<file path="src/rtl/core/tfd_pkg.sv">
// shared types, constants and byte classification for the typed frame deframer
package tfd_pkg;

  localparam int MaxFrameLen = 1024;
  localparam int CountW      = $clog2(MaxFrameLen + 1);
  localparam int LenW        = 11;
  localparam int QueueDepth  = 4;
  localparam int QueuePtrW   = $clog2(QueueDepth);
  localparam int ChkStartIdx = 6;

  localparam logic [7:0] ByteSoh    = 8'h01;
  localparam logic [7:0] ByteEtx    = 8'h03;
  localparam logic [7:0] ByteEot    = 8'h04;
  localparam logic [7:0] ByteEnq    = 8'h05;
  localparam logic [7:0] ByteDle    = 8'h10;
  localparam logic [7:0] ByteNak    = 8'h15;
  localparam logic [7:0] ByteEtb    = 8'h17;
  localparam logic [7:0] ShortCheck = 8'hfe;

  typedef enum logic [2:0] {
    KIND_READY    = 3'd0,
    KIND_IDLE     = 3'd1,
    KIND_ERROR    = 3'd2,
    KIND_STATUS   = 3'd3,
    KIND_DATA     = 3'd4,
    KIND_CHECKSUM = 3'd5
  } frame_kind_e;

  typedef struct packed {
    logic [7:0] rx_byte;
    logic       chunk_end;
  } in_t;

  typedef struct packed {
    logic [7:0]      frame_byte;
    frame_kind_e     frame_kind;
    logic            frame_last;
    logic [LenW-1:0] frame_length;
    logic            check_ok;
    logic            length_overflow;
  } out_t;

  // one classified request as it sits in the queue
  typedef struct packed {
    logic [7:0]  rx_byte;
    logic        chunk_end;
    frame_kind_e kind;
    logic        is_eot;
    logic        is_term;
  } entry_t;

  function automatic frame_kind_e kind_of(input logic [7:0] b);
    frame_kind_e k;
    case (b)
      ByteEot: k = KIND_READY;
      ByteEnq: k = KIND_IDLE;
      ByteNak: k = KIND_ERROR;
      ByteDle: k = KIND_STATUS;
      ByteSoh: k = KIND_CHECKSUM;
      default: k = KIND_DATA;
    endcase
    return k;
  endfunction

endpackage

</file>
<file path="src/rtl/core/tfd_front.sv">
// front end: accepts received bytes and classifies them for the queue
module tfd_front (
  input  logic           in_valid_i,
  output logic           in_ready_o,
  input  tfd_pkg::in_t   in_data_i,
  output logic           push_o,
  input  logic           push_ready_i,
  output tfd_pkg::entry_t push_entry_o
);
  import tfd_pkg::*;

  assign in_ready_o = push_ready_i;
  assign push_o     = in_valid_i && push_ready_i;

  always_comb begin
    push_entry_o.rx_byte   = in_data_i.rx_byte;
    push_entry_o.chunk_end = in_data_i.chunk_end;
    push_entry_o.kind      = kind_of(in_data_i.rx_byte);
    push_entry_o.is_eot    = (in_data_i.rx_byte == ByteEot);
    push_entry_o.is_term   = (in_data_i.rx_byte inside {ByteEtx, ByteEtb});
  end

endmodule

</file>
<file path="src/rtl/core/tfd_queue.sv">
// short queue of classified requests between front and back
module tfd_queue (
  input  logic            clk_i,
  input  logic            rst_ni,
  input  logic            push_i,
  output logic            push_ready_o,
  input  tfd_pkg::entry_t push_entry_i,
  output logic            pop_valid_o,
  input  logic            pop_i,
  output tfd_pkg::entry_t pop_entry_o
);
  import tfd_pkg::*;

  entry_t                 mem_q [QueueDepth];
  logic [QueuePtrW-1:0]   wr_ptr_q, wr_ptr_d;
  logic [QueuePtrW-1:0]   rd_ptr_q, rd_ptr_d;
  logic [QueuePtrW:0]     count_q, count_d;
  logic                   do_push, do_pop;

  assign push_ready_o = (count_q != (QueuePtrW + 1)'(QueueDepth));
  assign pop_valid_o  = (count_q != '0);
  assign pop_entry_o  = mem_q[rd_ptr_q];
  assign do_push      = push_i && push_ready_o;
  assign do_pop       = pop_i && pop_valid_o;

  always_comb begin
    wr_ptr_d = do_push ? wr_ptr_q + 1'b1 : wr_ptr_q;
    rd_ptr_d = do_pop ? rd_ptr_q + 1'b1 : rd_ptr_q;
    count_d  = count_q;
    if (do_push && !do_pop) begin
      count_d = count_q + 1'b1;
    end else if (do_pop && !do_push) begin
      count_d = count_q - 1'b1;
    end
  end

  always_ff @(posedge clk_i or negedge rst_ni) begin
    if (!rst_ni) begin
      wr_ptr_q <= '0;
      rd_ptr_q <= '0;
      count_q  <= '0;
    end else begin
      wr_ptr_q <= wr_ptr_d;
      rd_ptr_q <= rd_ptr_d;
      count_q  <= count_d;
    end
  end

  always_ff @(posedge clk_i) begin
    if (do_push) begin
      mem_q[wr_ptr_q] <= push_entry_i;
    end
  end

endmodule

</file>
<file path="src/rtl/core/tfd_back.sv">
// back end: frame state, length count, xor check and output register
module tfd_back (
  input  logic            clk_i,
  input  logic            rst_ni,
  input  logic            pop_valid_i,
  output logic            pop_o,
  input  tfd_pkg::entry_t pop_entry_i,
  output logic            out_valid_o,
  input  logic            out_ready_i,
  output tfd_pkg::out_t   out_data_o
);
  import tfd_pkg::*;

  frame_kind_e       kind_q, kind_d;
  logic              in_frame_q, in_frame_d;
  logic [CountW-1:0] count_q, count_d;
  logic [7:0]        xor_q, xor_d;
  logic              await_q, await_d;
  logic              drop_q, drop_d;
  logic              out_valid_q, out_valid_d;
  out_t              out_q, out_d;

  frame_kind_e       kind;
  logic [CountW-1:0] idx;
  logic [7:0]        acc;
  logic              aw, last, ok, ovf, emit;
  logic [7:0]        chk;

  assign pop_o       = pop_valid_i && (!out_valid_q || out_ready_i);
  assign out_valid_o = out_valid_q;
  assign out_data_o  = out_q;

  always_comb begin
    kind_d      = kind_q;
    in_frame_d  = in_frame_q;
    count_d     = count_q;
    xor_d       = xor_q;
    await_d     = await_q;
    drop_d      = drop_q;
    out_valid_d = out_valid_q && !out_ready_i;
    out_d       = out_q;

    // a new frame starts from cleared state
    kind = in_frame_q ? kind_q : pop_entry_i.kind;
    idx  = in_frame_q ? count_q : '0;
    acc  = in_frame_q ? xor_q : 8'h00;
    aw   = in_frame_q ? await_q : 1'b0;
    ovf  = (idx >= CountW'(MaxFrameLen));
    last = 1'b0;
    ok   = 1'b0;
    chk  = (idx < CountW'(ChkStartIdx)) ? ShortCheck : acc;
    emit = 1'b0;

    if (pop_o) begin
      if (drop_q) begin
        if (pop_entry_i.chunk_end) begin
          drop_d = 1'b0;
        end
      end else begin
        emit = 1'b1;
        if (idx == '0) begin
          last = kind inside {KIND_READY, KIND_IDLE, KIND_ERROR};
        end else begin
          case (kind)
            KIND_STATUS: last = 1'b1;
            KIND_DATA:   last = pop_entry_i.is_eot;
            KIND_CHECKSUM: begin
              if (aw) begin
                ok   = (chk == pop_entry_i.rx_byte);
                last = 1'b1;
              end else begin
                if (idx >= CountW'(ChkStartIdx)) begin
                  acc = acc ^ pop_entry_i.rx_byte;
                end
                if (pop_entry_i.is_term) begin
                  aw = 1'b1;
                end
              end
            end
            default: last = 1'b0;
          endcase
        end
        kind_d  = kind;
        count_d = ovf ? idx : idx + 1'b1;
        xor_d   = acc;
        if (last) begin
          in_frame_d = 1'b0;
          await_d    = 1'b0;
          drop_d     = !pop_entry_i.chunk_end;
        end else begin
          in_frame_d = 1'b1;
          await_d    = aw;
        end
        out_valid_d           = 1'b1;
        out_d.frame_byte      = pop_entry_i.rx_byte;
        out_d.frame_kind      = kind;
        out_d.frame_last      = last;
        out_d.frame_length    = LenW'(count_d);
        out_d.check_ok        = ok;
        out_d.length_overflow = ovf;
      end
    end
  end

  always_ff @(posedge clk_i or negedge rst_ni) begin
    if (!rst_ni) begin
      kind_q      <= KIND_READY;
      in_frame_q  <= 1'b0;
      count_q     <= '0;
      xor_q       <= 8'h00;
      await_q     <= 1'b0;
      drop_q      <= 1'b0;
      out_valid_q <= 1'b0;
    end else begin
      kind_q      <= kind_d;
      in_frame_q  <= in_frame_d;
      count_q     <= count_d;
      xor_q       <= xor_d;
      await_q     <= await_d;
      drop_q      <= drop_d;
      out_valid_q <= out_valid_d;
    end
  end

  always_ff @(posedge clk_i) begin
    if (emit) begin
      out_q <= out_d;
    end
  end

`ifndef SYNTHESIS
  a_drop_outside_frame: assert property (@(posedge clk_i) disable iff (!rst_ni)
    !(drop_q && in_frame_q))
    else $error("dropping while a frame is open");

  a_check_only_on_last: assert property (@(posedge clk_i) disable iff (!rst_ni)
    (out_valid_q && out_q.check_ok) |-> (out_q.frame_last && out_q.frame_kind == KIND_CHECKSUM))
    else $error("check_ok outside final byte of a checksummed frame");

  a_await_only_checksum: assert property (@(posedge clk_i) disable iff (!rst_ni)
    await_q |-> (in_frame_q && kind_q == KIND_CHECKSUM))
    else $error("awaiting checksum outside a checksummed frame");

  a_pop_fills_output: assert property (@(posedge clk_i) disable iff (!rst_ni)
    (pop_o && !drop_q) |=> out_valid_q)
    else $error("popped frame byte did not reach the output");
`endif

endmodule

</file>
<file path="src/rtl/core/typed_frame_deframer_xor_check_unit.sv">
// top level of the typed frame deframer with xor check
//
// input channel: one received byte per request with its chunk-end mark,
// valid/ready handshake on in_valid_i / in_ready_o
// output channel: one request per frame byte with kind, last mark, running
// length, xor check result and overflow flag, on out_valid_o / out_ready_i
// bytes dropped after a finished frame within the same chunk give no output
// a byte accepted on the input is written into the queue, then popped into the
// output register and presented on out_data_o from there
// throughput: one byte per cycle while the receiver accepts, set by the frame
// state update in the back end
// a four-entry queue separates the classifying front end from the back end;
// when the receiver stalls the output register holds, the queue fills and
// in_ready_o falls only once all four entries are taken
// reset clears frame state, queue pointers and the output valid; no item is
// in flight after reset
module typed_frame_deframer_xor_check_unit (
  input  logic           clk_i,
  input  logic           rst_ni,
  input  logic           in_valid_i,
  output logic           in_ready_o,
  input  tfd_pkg::in_t   in_data_i,
  output logic           out_valid_o,
  input  logic           out_ready_i,
  output tfd_pkg::out_t  out_data_o
);
  import tfd_pkg::*;

  logic   push, push_ready, pop_valid, pop;
  entry_t push_entry, pop_entry;

  tfd_front u_front (
    .in_valid_i   (in_valid_i),
    .in_ready_o   (in_ready_o),
    .in_data_i    (in_data_i),
    .push_o       (push),
    .push_ready_i (push_ready),
    .push_entry_o (push_entry)
  );

  tfd_queue u_queue (
    .clk_i        (clk_i),
    .rst_ni       (rst_ni),
    .push_i       (push),
    .push_ready_o (push_ready),
    .push_entry_i (push_entry),
    .pop_valid_o  (pop_valid),
    .pop_i        (pop),
    .pop_entry_o  (pop_entry)
  );

  tfd_back u_back (
    .clk_i       (clk_i),
    .rst_ni      (rst_ni),
    .pop_valid_i (pop_valid),
    .pop_o       (pop),
    .pop_entry_i (pop_entry),
    .out_valid_o (out_valid_o),
    .out_ready_i (out_ready_i),
    .out_data_o  (out_data_o)
  );

endmodule

</file>
<file path="config.mk">
export PLATFORM = sky130hd
export DESIGN_NAME = typed_frame_deframer_xor_check_unit
export DESIGN_NICKNAME = d
export VERILOG_FILES = /design/src/rtl/core/tfd_pkg.sv /design/src/rtl/core/tfd_front.sv /design/src/rtl/core/tfd_queue.sv /design/src/rtl/core/tfd_back.sv /design/src/rtl/core/typed_frame_deframer_xor_check_unit.sv
export SDC_FILE = /design/constraint.sdc
export NUM_CORES = 1
export LEC_CHECK = 0
export ABC_AREA = 0
export BUFFER_PORTS_ARGS = -buffer_cell sky130_fd_sc_hd__buf_2
export CORE_UTILIZATION = 40
export CTS_BUF_LIST = sky130_fd_sc_hd__clkbuf_16
export DETAILED_ROUTE_END_ITERATION = 10
export GPL_TIMING_DRIVEN = 1
export PLACE_DENSITY = 0.59
export SYNTH_ARGS = -nofsm -noshare
export SYNTH_HDL_FRONTEND = slang
export SYNTH_HIERARCHICAL = 1
export SYNTH_SLANG_ARGS = --single-unit
</file>
<file path="constraint.sdc">
create_clock -name clk_i -period 2.5 [get_ports clk_i]
set_clock_uncertainty 0.15 [all_clocks]
set_input_delay 0.75 -clock clk_i [delete_from_list [all_inputs] [get_ports clk_i]]
set_output_delay 0.75 -clock clk_i [all_outputs]
set_load 0.1 [all_outputs]
</file>
**Yosys cells after proc, flatten, opt, wreduce, memory -nomap -nowiden**

Memory sizes are Yosys's and may differ from the RTL's.
Cells that the tools add are included.

- Bits in registers: 58
- Bits in writable memories: 56
- Input port bits: 13
- Output and inout port bits: 27
- Word-level logic and storage cells: 98
- Memories kept: 1

- $add $sub $neg: 5
- Order comparisons: 3
- Equality and inequality tests: 14
- Mux-type cells: 33
- Bitwise operators: 4
- Reductions and logical operators: 22

Memories:

| name | depth | width | read ports | clocked after Yosys merged registers in | write ports | line | RTL |
|---|---|---|---|---|---|---|---|
| u_queue.mem_q | 4 | 14 | 1 | 0 | 1 | tfd_queue.sv:14 | `entry_t mem_q [QueueDepth];` |

Operators by type and width:

| kind | count |
|---|---|
| $mux 8 | 6 |
| $eq 8x5->1 const B | 3 |
| $mux 11 | 2 |
| $mux 1 | 20 |
| $eq 8x3->1 const B | 2 |
| $pmux 3 s5 | 1 |
| $add 11x1->11 const B | 1 |
| $ge 11x11->1 const B | 1 |
| $ge 11x3->1 const B | 1 |
| $logic_not 11->1 | 1 |
| $lt 11x3->1 const B | 1 |
| $mux 3 | 3 |
| $eq 8x1->1 const B | 1 |
| $eq 8x2->1 const B | 1 |
| $eq 8x8->1 | 1 |
| $xor 8x8->8 | 1 |
| $logic_and 1x1->1 | 7 |
| $eq 3x2->1 const B | 2 |
| $eq 3x3->1 const B | 2 |
| $reduce_bool 3->1 | 2 |
| $logic_not 1->1 | 5 |
| $add 2x1->2 const B | 2 |
| $reduce_bool 2->1 | 2 |
| $add 3x1->3 const B | 1 |
| other kinds (10) | 12 |

**Logic depth before layout (Yosys ltp)**

Gate-level depths: netlist (run 1).
An unclocked memory read counts as a cell.

- Depth in word-level cells: 9
- Mapped depth: 11
- Depth with buffers taken out: 10

**Cells and area by module**

Netlist (run 1), hierarchy kept.

By module, submodules not included:

| module | instances | cells an instance | area each (sq um) |
|---|---|---|---|
| tfd_back | 1 | 231 | 2,533.7 |
| tfd_queue | 1 | 108 | 2,462.4 |
| tfd_front | 1 | 25 | 182.7 |

**Least setup slack after synthesis (run 1)**

No wires, ideal clock.

- Kind: register -> register
- From: reg u_back.out_valid_q (netlist: u_back/out_valid_o)
- To: reg u_back.count_q[1]
- Arrival: 2.589 ns
- Data required time: 2.224 ns
- Slack: -0.365 ns
- Stages on the path, launching flop included: 6
- Period minus slack after synthesis: 2.865 ns
- Cell sequence: dfrtp_1 nand2b_1 nand3b_1 inv_1 clkbuf_1 mux2_2

- Word-level cells in the longest chain between the ends: 4

RTL lines:

| item | line | RTL |
|---|---|---|
| from (decl) | tfd_back.sv:20 | `logic out_valid_q, out_valid_d;` |
| from (signal assigned) | tfd_back.sv:121 | `out_valid_q <= out_valid_d;` |
| $logic_not 1->1 | tfd_back.sv:29 | `assign pop_o = pop_valid_i && (!out_valid_q \|\| out_ready_i);` |
| $logic_or 1x1->1 | tfd_back.sv:29 |  |
| $logic_and 1x1->1 | tfd_back.sv:29 |  |
| $reduce_and 2->1 (no source line) | - |  |
| to (signal assigned) | tfd_back.sv:117 | `count_q <= count_d;` |
| to (decl) | tfd_back.sv:16 | `logic [CountW-1:0] count_q, count_d;` |

Every way passes these cells.
A chain may end at the register's enable or synchronous reset.

==> impl_metrics.py, run 1 <==
metrics = {
    "outcome": {
        "outcome": "finished clean",
    },
    "detailed_routing": {
        "dr.pass1.iters": 4,
        "wl_microns": 9460,
        "first_iter_violations": 110,
        "vias": 3025,
        "viasPerCell": 4.97,
        "ant_nets": 0,
        "drc_errors": 0,
        "wl_per_cell_microns": 15.5,
    },
    "setup_path": {
        "required_ps": 2490,
        "crit_chain": "mux4_1 -> mux2i_1 -> inv_1 -> nand3_1 -> mux2i_1 -> or3_4",
        "crit_path_start_kind": "flip-flop",
        "critical_path_arrival_ps": 2320,
        "path_max_fanout": 5,
        "crit_top_cell": "mux2i_1",
        "path_class": "reg2reg",
        "max_stage_delay_ps": 590,
        "cp-end-kind": "flip-flop",
        "critical_path.slowest_cell": "mux4_1",
    },
    "synth": {
        "synth_area_sq_um": 5180,
        "synthDominantAreaCellType": "edfxtp_1",
        "postSynth.asyncResetShare_pct": 28.9,
        "yosys_warnings": 6,
        "syn_avg_cell_area_sq_um": 14.2,
        "synth_top_area_share_pct": 47.0,
        "ys_ff_latch": 114,
        "synth_flop_cell": "edfxtp_1",
        "netlist_instances": 364,
        "ys_types": 56,
        "synth_edf_count": 81,
        "synth_fp_nets": 385,
        "seq_area_frac_synth_pct": 62.9,
        "synthTopCellsByArea": "edfxtp_1 47%, dfrtp_1 16%, mux4_2 3.5%, mux4_1 3.0%, nand2_1 3.0%",
    },
    "timing": {
        "timing.final.ws_setup_ps": 173,
        "fin_tns_setup_ps": 0,
        "period_share_pct": 93.1,
        "whs_ps": 140,
        "slew_headroom_pct": 63.4,
        "hold_viol": 0,
        "worst_slew_pin_slew_ps": 544,
        "rsz0062_at_grt": "false",
        "fmax_mhz": 430,
        "slew_viol_final": 0,
        "setup_viol": 0,
        "finalCriticalPeriod_ps": 2330,
    },
    "clock_tree": {
        "ctsHoldBuffers": 0,
        "cts.root.buffer_cell": "clkbuf_16",
        "cts_max_path_buffers": 2,
        "numCtsBuffers": 17,
        "clk_latency_ps": 410,
        "cts.clk_slew.worst_paths_ps": 60,
        "htreeDepth": 4,
        "cts_tree": "done",
        "cts.sinks": 114,
    },
    "floorplanning": {
        "io_pins": 40,
        "rows": 41,
        "die-area_sq_um": 13400,
        "start_util_pct": 41.0,
        "core_area_sq_um": 12600,
        "die_x_microns": 116,
        "die_y_microns": 116,
    },
    "final_layout": {
        "drive_gt1_share_pct": 28.1,
        "nFillCells": 1137,
        "final_nets": 445,
        "diodes": 0,
        "area_growth_pct": 20.2,
    },
    "hold_path": {
        "min_path_type": "in2async",
    },
    "global_routing": {
        "antenna_found_initial": 0,
        "first_global_vias": 2978,
        "grt_max_degree": 35,
        "grt_pass1_wl_microns": 15600,
        "grt_usage_pct": 16.0,
        "grt_overflow": 0,
    },
    "place": {
        "place_congestion": 0.841,
        "port_buffers": 39,
        "dp_hpwl_microns": 6510,
        "place_ws_ps": 31.8,
    },
    "run": {
        "maxCapViolCount": 0,
    },
}
[metrics by stage]
| step | cell area, sq um | util (%) | instances |
|---|---|---|---|
| after CTS | 6200 | 49.1 | 609 |
| final | 6220 | 49.3 | 609 |
| after detailed placement | 5590 | 44.3 | 577 |
| after floorplan | 5180 | - | 364 |
| after global routing | 6220 | 49.3 | 609 |
| after global placement | 5590 | 44.3 | 577 |
[final timing paths]
kind                                startpoint               endpoint  slack, ps  cells past startpoint
setup / recovery           u_queue/rd_ptr_q[0]  u_back/out_data_o[13]        170                      6
hold / removal                          rst_ni     u_queue/count_q[0]        140                      1
setup reg to reg           u_queue/rd_ptr_q[0]  u_back/out_data_o[13]        170                      6
hold reg to reg               u_back/kind_q[1]       u_back/kind_q[1]        370                      2
max in group asynchronous               rst_ni      u_back/in_frame_q       1550                      2
min in group clk_i            u_back/kind_q[1]       u_back/kind_q[1]        370                      2
[cell usage after synthesis (2+ instances only)]
cell and number:
o31ai_1 3, nor4_1 3, nand2_1 41, nand3_1 5, xor2_1 17, mux2i_1 9, xnor2_1 10, nor3_1 4
nand4_1 4, clkbuf_8 2, mux4_2 8, o21ai_0 15, dfrtp_1 33, mux4_1 6, clkbuf_1 2, a21oi_1 8
nand4b_1 3, buf_2 3, and3_1 2, mux2_2 6, inv_1 14, and2_1 6, a31oi_1 3, nand3b_1 2
ha_1 7, a211oi_1 2, buf_4 11, or4_4 2, buf_6 5, edfxtp_1 81, nor2_1 22
[what timing repair did]
| action | in CTS | in global routing |
|---|---|---|
| gates resized for setup | 0 | 6 |
| hold endpoints to repair | 0 | 0 |
| setup endpoints to repair | 0 | 3 |
| setup buffers | 0 | 0 |
[cell type report]
| class | count | area, sq um | area share, % |
|---|---|---|---|
| flip-flops and latches | 114 | 3260 | 52.4 |
| clock inverters | 14 | 161 | 2.59 |
| repair buffers | 65 | 407 | 6.53 |
| inverters | 15 | 56.3 | 0.905 |
| clock buffers | 18 | 450 | 7.24 |
| well taps | 172 | 215 | 3.46 |
| multi-input cells | 211 | 1670 | 26.9 |
[logic make-up after synthesis]
family | count (synthesis) | share of synthesized area [%]
AOI/OAI and AO/OA | 41 | 5.00
muxes | 29 | 9.57
adders and majority gates | 8 | 2.08
and+or+nand+nor | 106 | 10.8
DFF | 114 | 62.9
xor gates and xnor gates | 27 | 4.57
buffers and inverters | 39 | 5.12
[routing by layer]
metal | vias to the layer above | global-route usage, % | share of wire, %
met4 | 0 | 5.04 | 1.3
met2 | 69 | 25.1 | 49
li1 | 1460 | - | -
met1 | 1482 | 20.5 | 45
met5 | - | 0 | 0
met3 | 14 | 6.01 | 4.6
[sequential cells by signal, indices dropped and copies added, names as in the netlist]
signal              cells
u_back/await_q          1
u_back/count_q         11
u_back/drop_q           1
u_back/in_frame_q       1
u_back/kind_q           3
u_back/out_data_o      25
u_back/out_valid_o      1
u_back/xor_q            8
u_queue/count_q         3
u_queue/mem_q          56
u_queue/rd_ptr_q        2
u_queue/wr_ptr_q        2
[worst max-delay path, delay by kind of cell, from the launching register on]
kind	cells	cell delay (ps)
multiplexers	3	970
AND/OR/NAND/NOR	2	440
flip-flops	1	420
buffers and inverters	1	100
[placed cells by master (no fill, tap or decap), types with 2 or more instances in the layout]
cell / instances
edfxtp_1: 81
nand2_1: 41
buf_2: 39
dfrtp_1: 31
buf_4: 24
nor2_1: 22
clkbuf_16: 18
xor2_1: 17
inv_1: 15
o21ai_0: 15
xnor2_1: 10
mux2i_1: 9
a21oi_1: 8
mux4_2: 8
ha_1: 7
mux2_2: 6
and2_1: 6
mux4_1: 6
nand3_1: 5
nand4_1: 4
nor3_1: 4
clkinv_4: 3
bufinv_16: 3
nand4b_1: 3
nor4_1: 3
o31ai_1: 3
a31oi_1: 3
clkinv_1: 2
clkinvlp_4: 2
clkinv_2: 2
nand3b_1: 2
and3_1: 2
or4_4: 2
or3_4: 2
a211oi_1: 2
dfrtp_2: 2
Power of run 1 is not shown: default switching activity piles up to over one toggle a cycle in this logic, so the estimate is an artifact.
==> run 2: changes to the inputs <==
--- a/config.mk
+++ b/config.mk
@@ -5,13 +5,13 @@
 export SDC_FILE = /design/constraint.sdc
 export NUM_CORES = 1
 export LEC_CHECK = 0
-export ABC_AREA = 0
+export ABC_AREA = 1
 export BUFFER_PORTS_ARGS = -buffer_cell sky130_fd_sc_hd__buf_2
 export CORE_UTILIZATION = 40
 export CTS_BUF_LIST = sky130_fd_sc_hd__clkbuf_16
 export DETAILED_ROUTE_END_ITERATION = 10
 export GPL_TIMING_DRIVEN = 1
-export PLACE_DENSITY = 0.59
+export PLACE_DENSITY = 0.57
 export SYNTH_ARGS = -nofsm -noshare
 export SYNTH_HDL_FRONTEND = slang
 export SYNTH_HIERARCHICAL = 1
==> constraint.sdc (replaced) <==
create_clock -name clk_i -period 2.28 [get_ports clk_i]
set_clock_uncertainty 0.15 [all_clocks]
set_input_delay 0.684 -clock clk_i [delete_from_list [all_inputs] [get_ports clk_i]]
set_output_delay 0.684 -clock clk_i [all_outputs]
set_load 0.1 [all_outputs]
==> impl_metrics.py, run 2 <==
metrics = {
    "hold_path": {
        "min_path_type": "in2async",
    },
    "synth": {
        "ys_types": 33,
        "synth_fp_nets": 598,
        "synth_top_area_share_pct": 43.4,
        "synthTopCellsByArea": "edfxtp_1 43%, dfrtp_1 15%, nand2_1 13%, inv_1 5.4%, nand3_1 3.1%",
        "synthDominantAreaCellType": "edfxtp_1",
        "yosys_warnings": 6,
        "ys_ff_latch": 114,
        "synth.most_common_cell": "nand2_1",
        "synth_edf_count": 81,
        "synth_top_family_by_area": "simple AND/OR/NAND/NOR gates",
        "synth_compound_area_share_pct": 7.22,
        "synth_flop_cell": "edfxtp_1",
        "synthMuxAreaShare_pct": 0,
        "syn_avg_cell_area_sq_um": 9.71,
        "synth_area_sq_um": 5600,
        "postSynth.asyncResetShare_pct": 28.9,
        "synth-xor-area-share_pct": 1.88,
        "synth_fa_ha_area_share_pct": 1.92,
        "seq_area_frac_synth_pct": 58.2,
        "yosys-top-cells-count": "193 x nand2_1, 81 x edfxtp_1, 81 x inv_1, 35 x nand3_1, 33 x dfrtp_1",
        "netlist_instances": 577,
        "yosys.area_share.simple_pct": 20.6,
    },
    "detailed_routing": {
        "viasPerCell": 4.73,
        "ant_nets": 0,
        "drc_errors": 0,
        "dr.pass1.iters": 4,
        "vias": 3857,
        "wl_per_cell_microns": 13.0,
        "wl_microns": 10600,
        "first_iter_violations": 244,
    },
    "place": {
        "dp_cells": 784,
        "port_buffers": 39,
        "dp_hpwl_microns": 7270,
        "place_congestion": 0.794,
    },
    "final_layout": {
        "drive_gt1_share_pct": 20.6,
        "area_growth_pct": 17.9,
        "instances_no_fill": 816,
        "largest_reg_flops": 56,
        "nFillCells": 1255,
        "layout_commonest_cell": "nand2_1",
        "final_cell_mix": "193 x nand2_1, 84 x inv_1, 81 x edfxtp_1",
        "regMostFlops": "u_queue/mem_q",
        "multi_input_area_sq_um": 1790,
        "regArea_sq_um": 3260,
        "final_nets": 648,
        "diodes": 0,
    },
    "power": {
        "p_leak_nw": 3.07,
        "cellPowerDensity_nw_per_um2": 1560,
        "irDropWorstVdd_mv": 0.739,
        "total_power_w": 0.0103,
    },
    "setup_path": {
        "cp-end-kind": "output port",
        "crit_path_start_kind": "flip-flop",
        "r2r_start": "u_back/in_frame_q",
        "required_ps": 1450,
        "path_class": "reg2out",
        "critPathLaunch": "u_queue/count_q[0]",
        "path_max_fanout": 5,
        "critical_path_arrival_ps": 1310,
    },
    "clock_tree": {
        "cts.sinks": 114,
        "cts.clk_slew.worst_paths_ps": 50,
        "ctsHoldBuffers": 0,
        "htreeDepth": 4,
        "cts.root.buffer_cell": "clkbuf_16",
        "clk_latency_ps": 410,
        "numCtsBuffers": 17,
        "cts_max_path_buffers": 2,
        "cts_tree": "done",
    },
    "timing": {
        "slew_headroom_pct": 64.7,
        "worst_slew_pin_slew_ps": 530,
        "setup_viol": 0,
        "whs_ps": 103,
        "fmax_mhz": 467,
        "period_share_pct": 93.9,
        "hold_viol": 0,
        "slew_viol_final": 0,
        "finalCriticalPeriod_ps": 2140,
        "rsz0062_at_grt": "false",
    },
    "floorplanning": {
        "die-area_sq_um": 14500,
        "io_pins": 40,
        "die_y_microns": 120,
        "start_util_pct": 41.6,
        "die_x_microns": 120,
        "rows": 42,
        "core_area_sq_um": 13500,
    },
    "global_routing": {
        "first_global_vias": 3700,
        "antenna_found_initial": 0,
        "grt_overflow": 0,
        "grt_usage_pct": 16.2,
        "grt_max_degree": 38,
        "grt_pass1_wl_microns": 17700,
    },
    "outcome": {
        "outcome": "finished clean",
    },
    "run": {
        "maxCapViolCount": 0,
    },
}
run 2: changes by cell type in the layout (fill, tap and decap cells not counted), moves of 7 or more:
cell / previous run / this run
nand3_1: 5 / 33
nand2_1: 41 / 193
xor2_1: 17 / 7
buf_4: 24 / 14
inv_1: 15 / 84
mux2i_1: 9 / 0
buf_12: 1 / 8
mux4_2: 8 / 0
nand4_1: 4 / 11
o211ai_1: 1 / 15
a21oi_1: 8 / 0
o211ai_2: 0 / 13
run 2: layout make-up:
| class | count | area share, % |
|---|---|---|
| tap | 176 | 3.33 |
| sequential | 114 | 49.4 |
| clock inverter | 15 | 1.50 |
| inverter | 92 | 5.38 |
| timing repair buffer | 60 | 6.90 |
| multi-input combinational | 342 | 27.1 |
| clock buffer | 17 | 6.44 |
run 2: layer usage:
metal,up-vias,GRT usage [%],part of all wire [%]
li1,1968,-,-
met1,1794,19.9,47
met2,74,26.3,48
met3,21,4.06,3.3
met4,0,8.41,1.7
met5,-,0,0
run 2: metrics by stage:
stage	util, %	setup WS, ps	setup TNS [ps]	cell area, sq um
floorplan	-	156	0	5600
global placement	45.0	46.8	0	6060
detailed placement	45.0	-2.41	-2.41	6060
CTS	49.0	25.4	0	6590
global route	49.1	4.76	0	6600
finish	49.1	138	0	6600
run 2: final timing paths:
path                       slack (ps)                 to  depth (start not counted)
min                               100  u_back/count_q[5]                          1
min in group clk_i                330     u_back/await_q                          2
max reg2reg                       180    u_back/xor_q[1]                         11
min reg2reg                       330     u_back/await_q                          2
max                               140         in_ready_o                          3
max in group asynchronous        1400  u_back/in_frame_q                          2
run 2: kinds of logic after synthesis:
family / after synthesis
compound gates: 46
xor+xnor: 12
fa+ha+maj: 8
buf+inv: 121
flops: 114
simple gates: 276
run 2: timing repair:
action,4_1_cts,5_1_grt
buffers inserted,0,0
gates resized for setup,1,7
endpoints found under the setup margin,1,20
run 2: critical path: stages, from the launching register on:
cell	delay [ps]
dfrtp_2	430
inv_2	80
nand3_2	120
buf_4	260
run 2: power by group:
group	switching, W	internal [W]	leakage (nW)
Sequential	0.000270	0.00293	1.20
Combinational	0.00364	0.00116	1.61
Clock	0.000927	0.00137	0.256
Power figures use the tool's default switching activity.
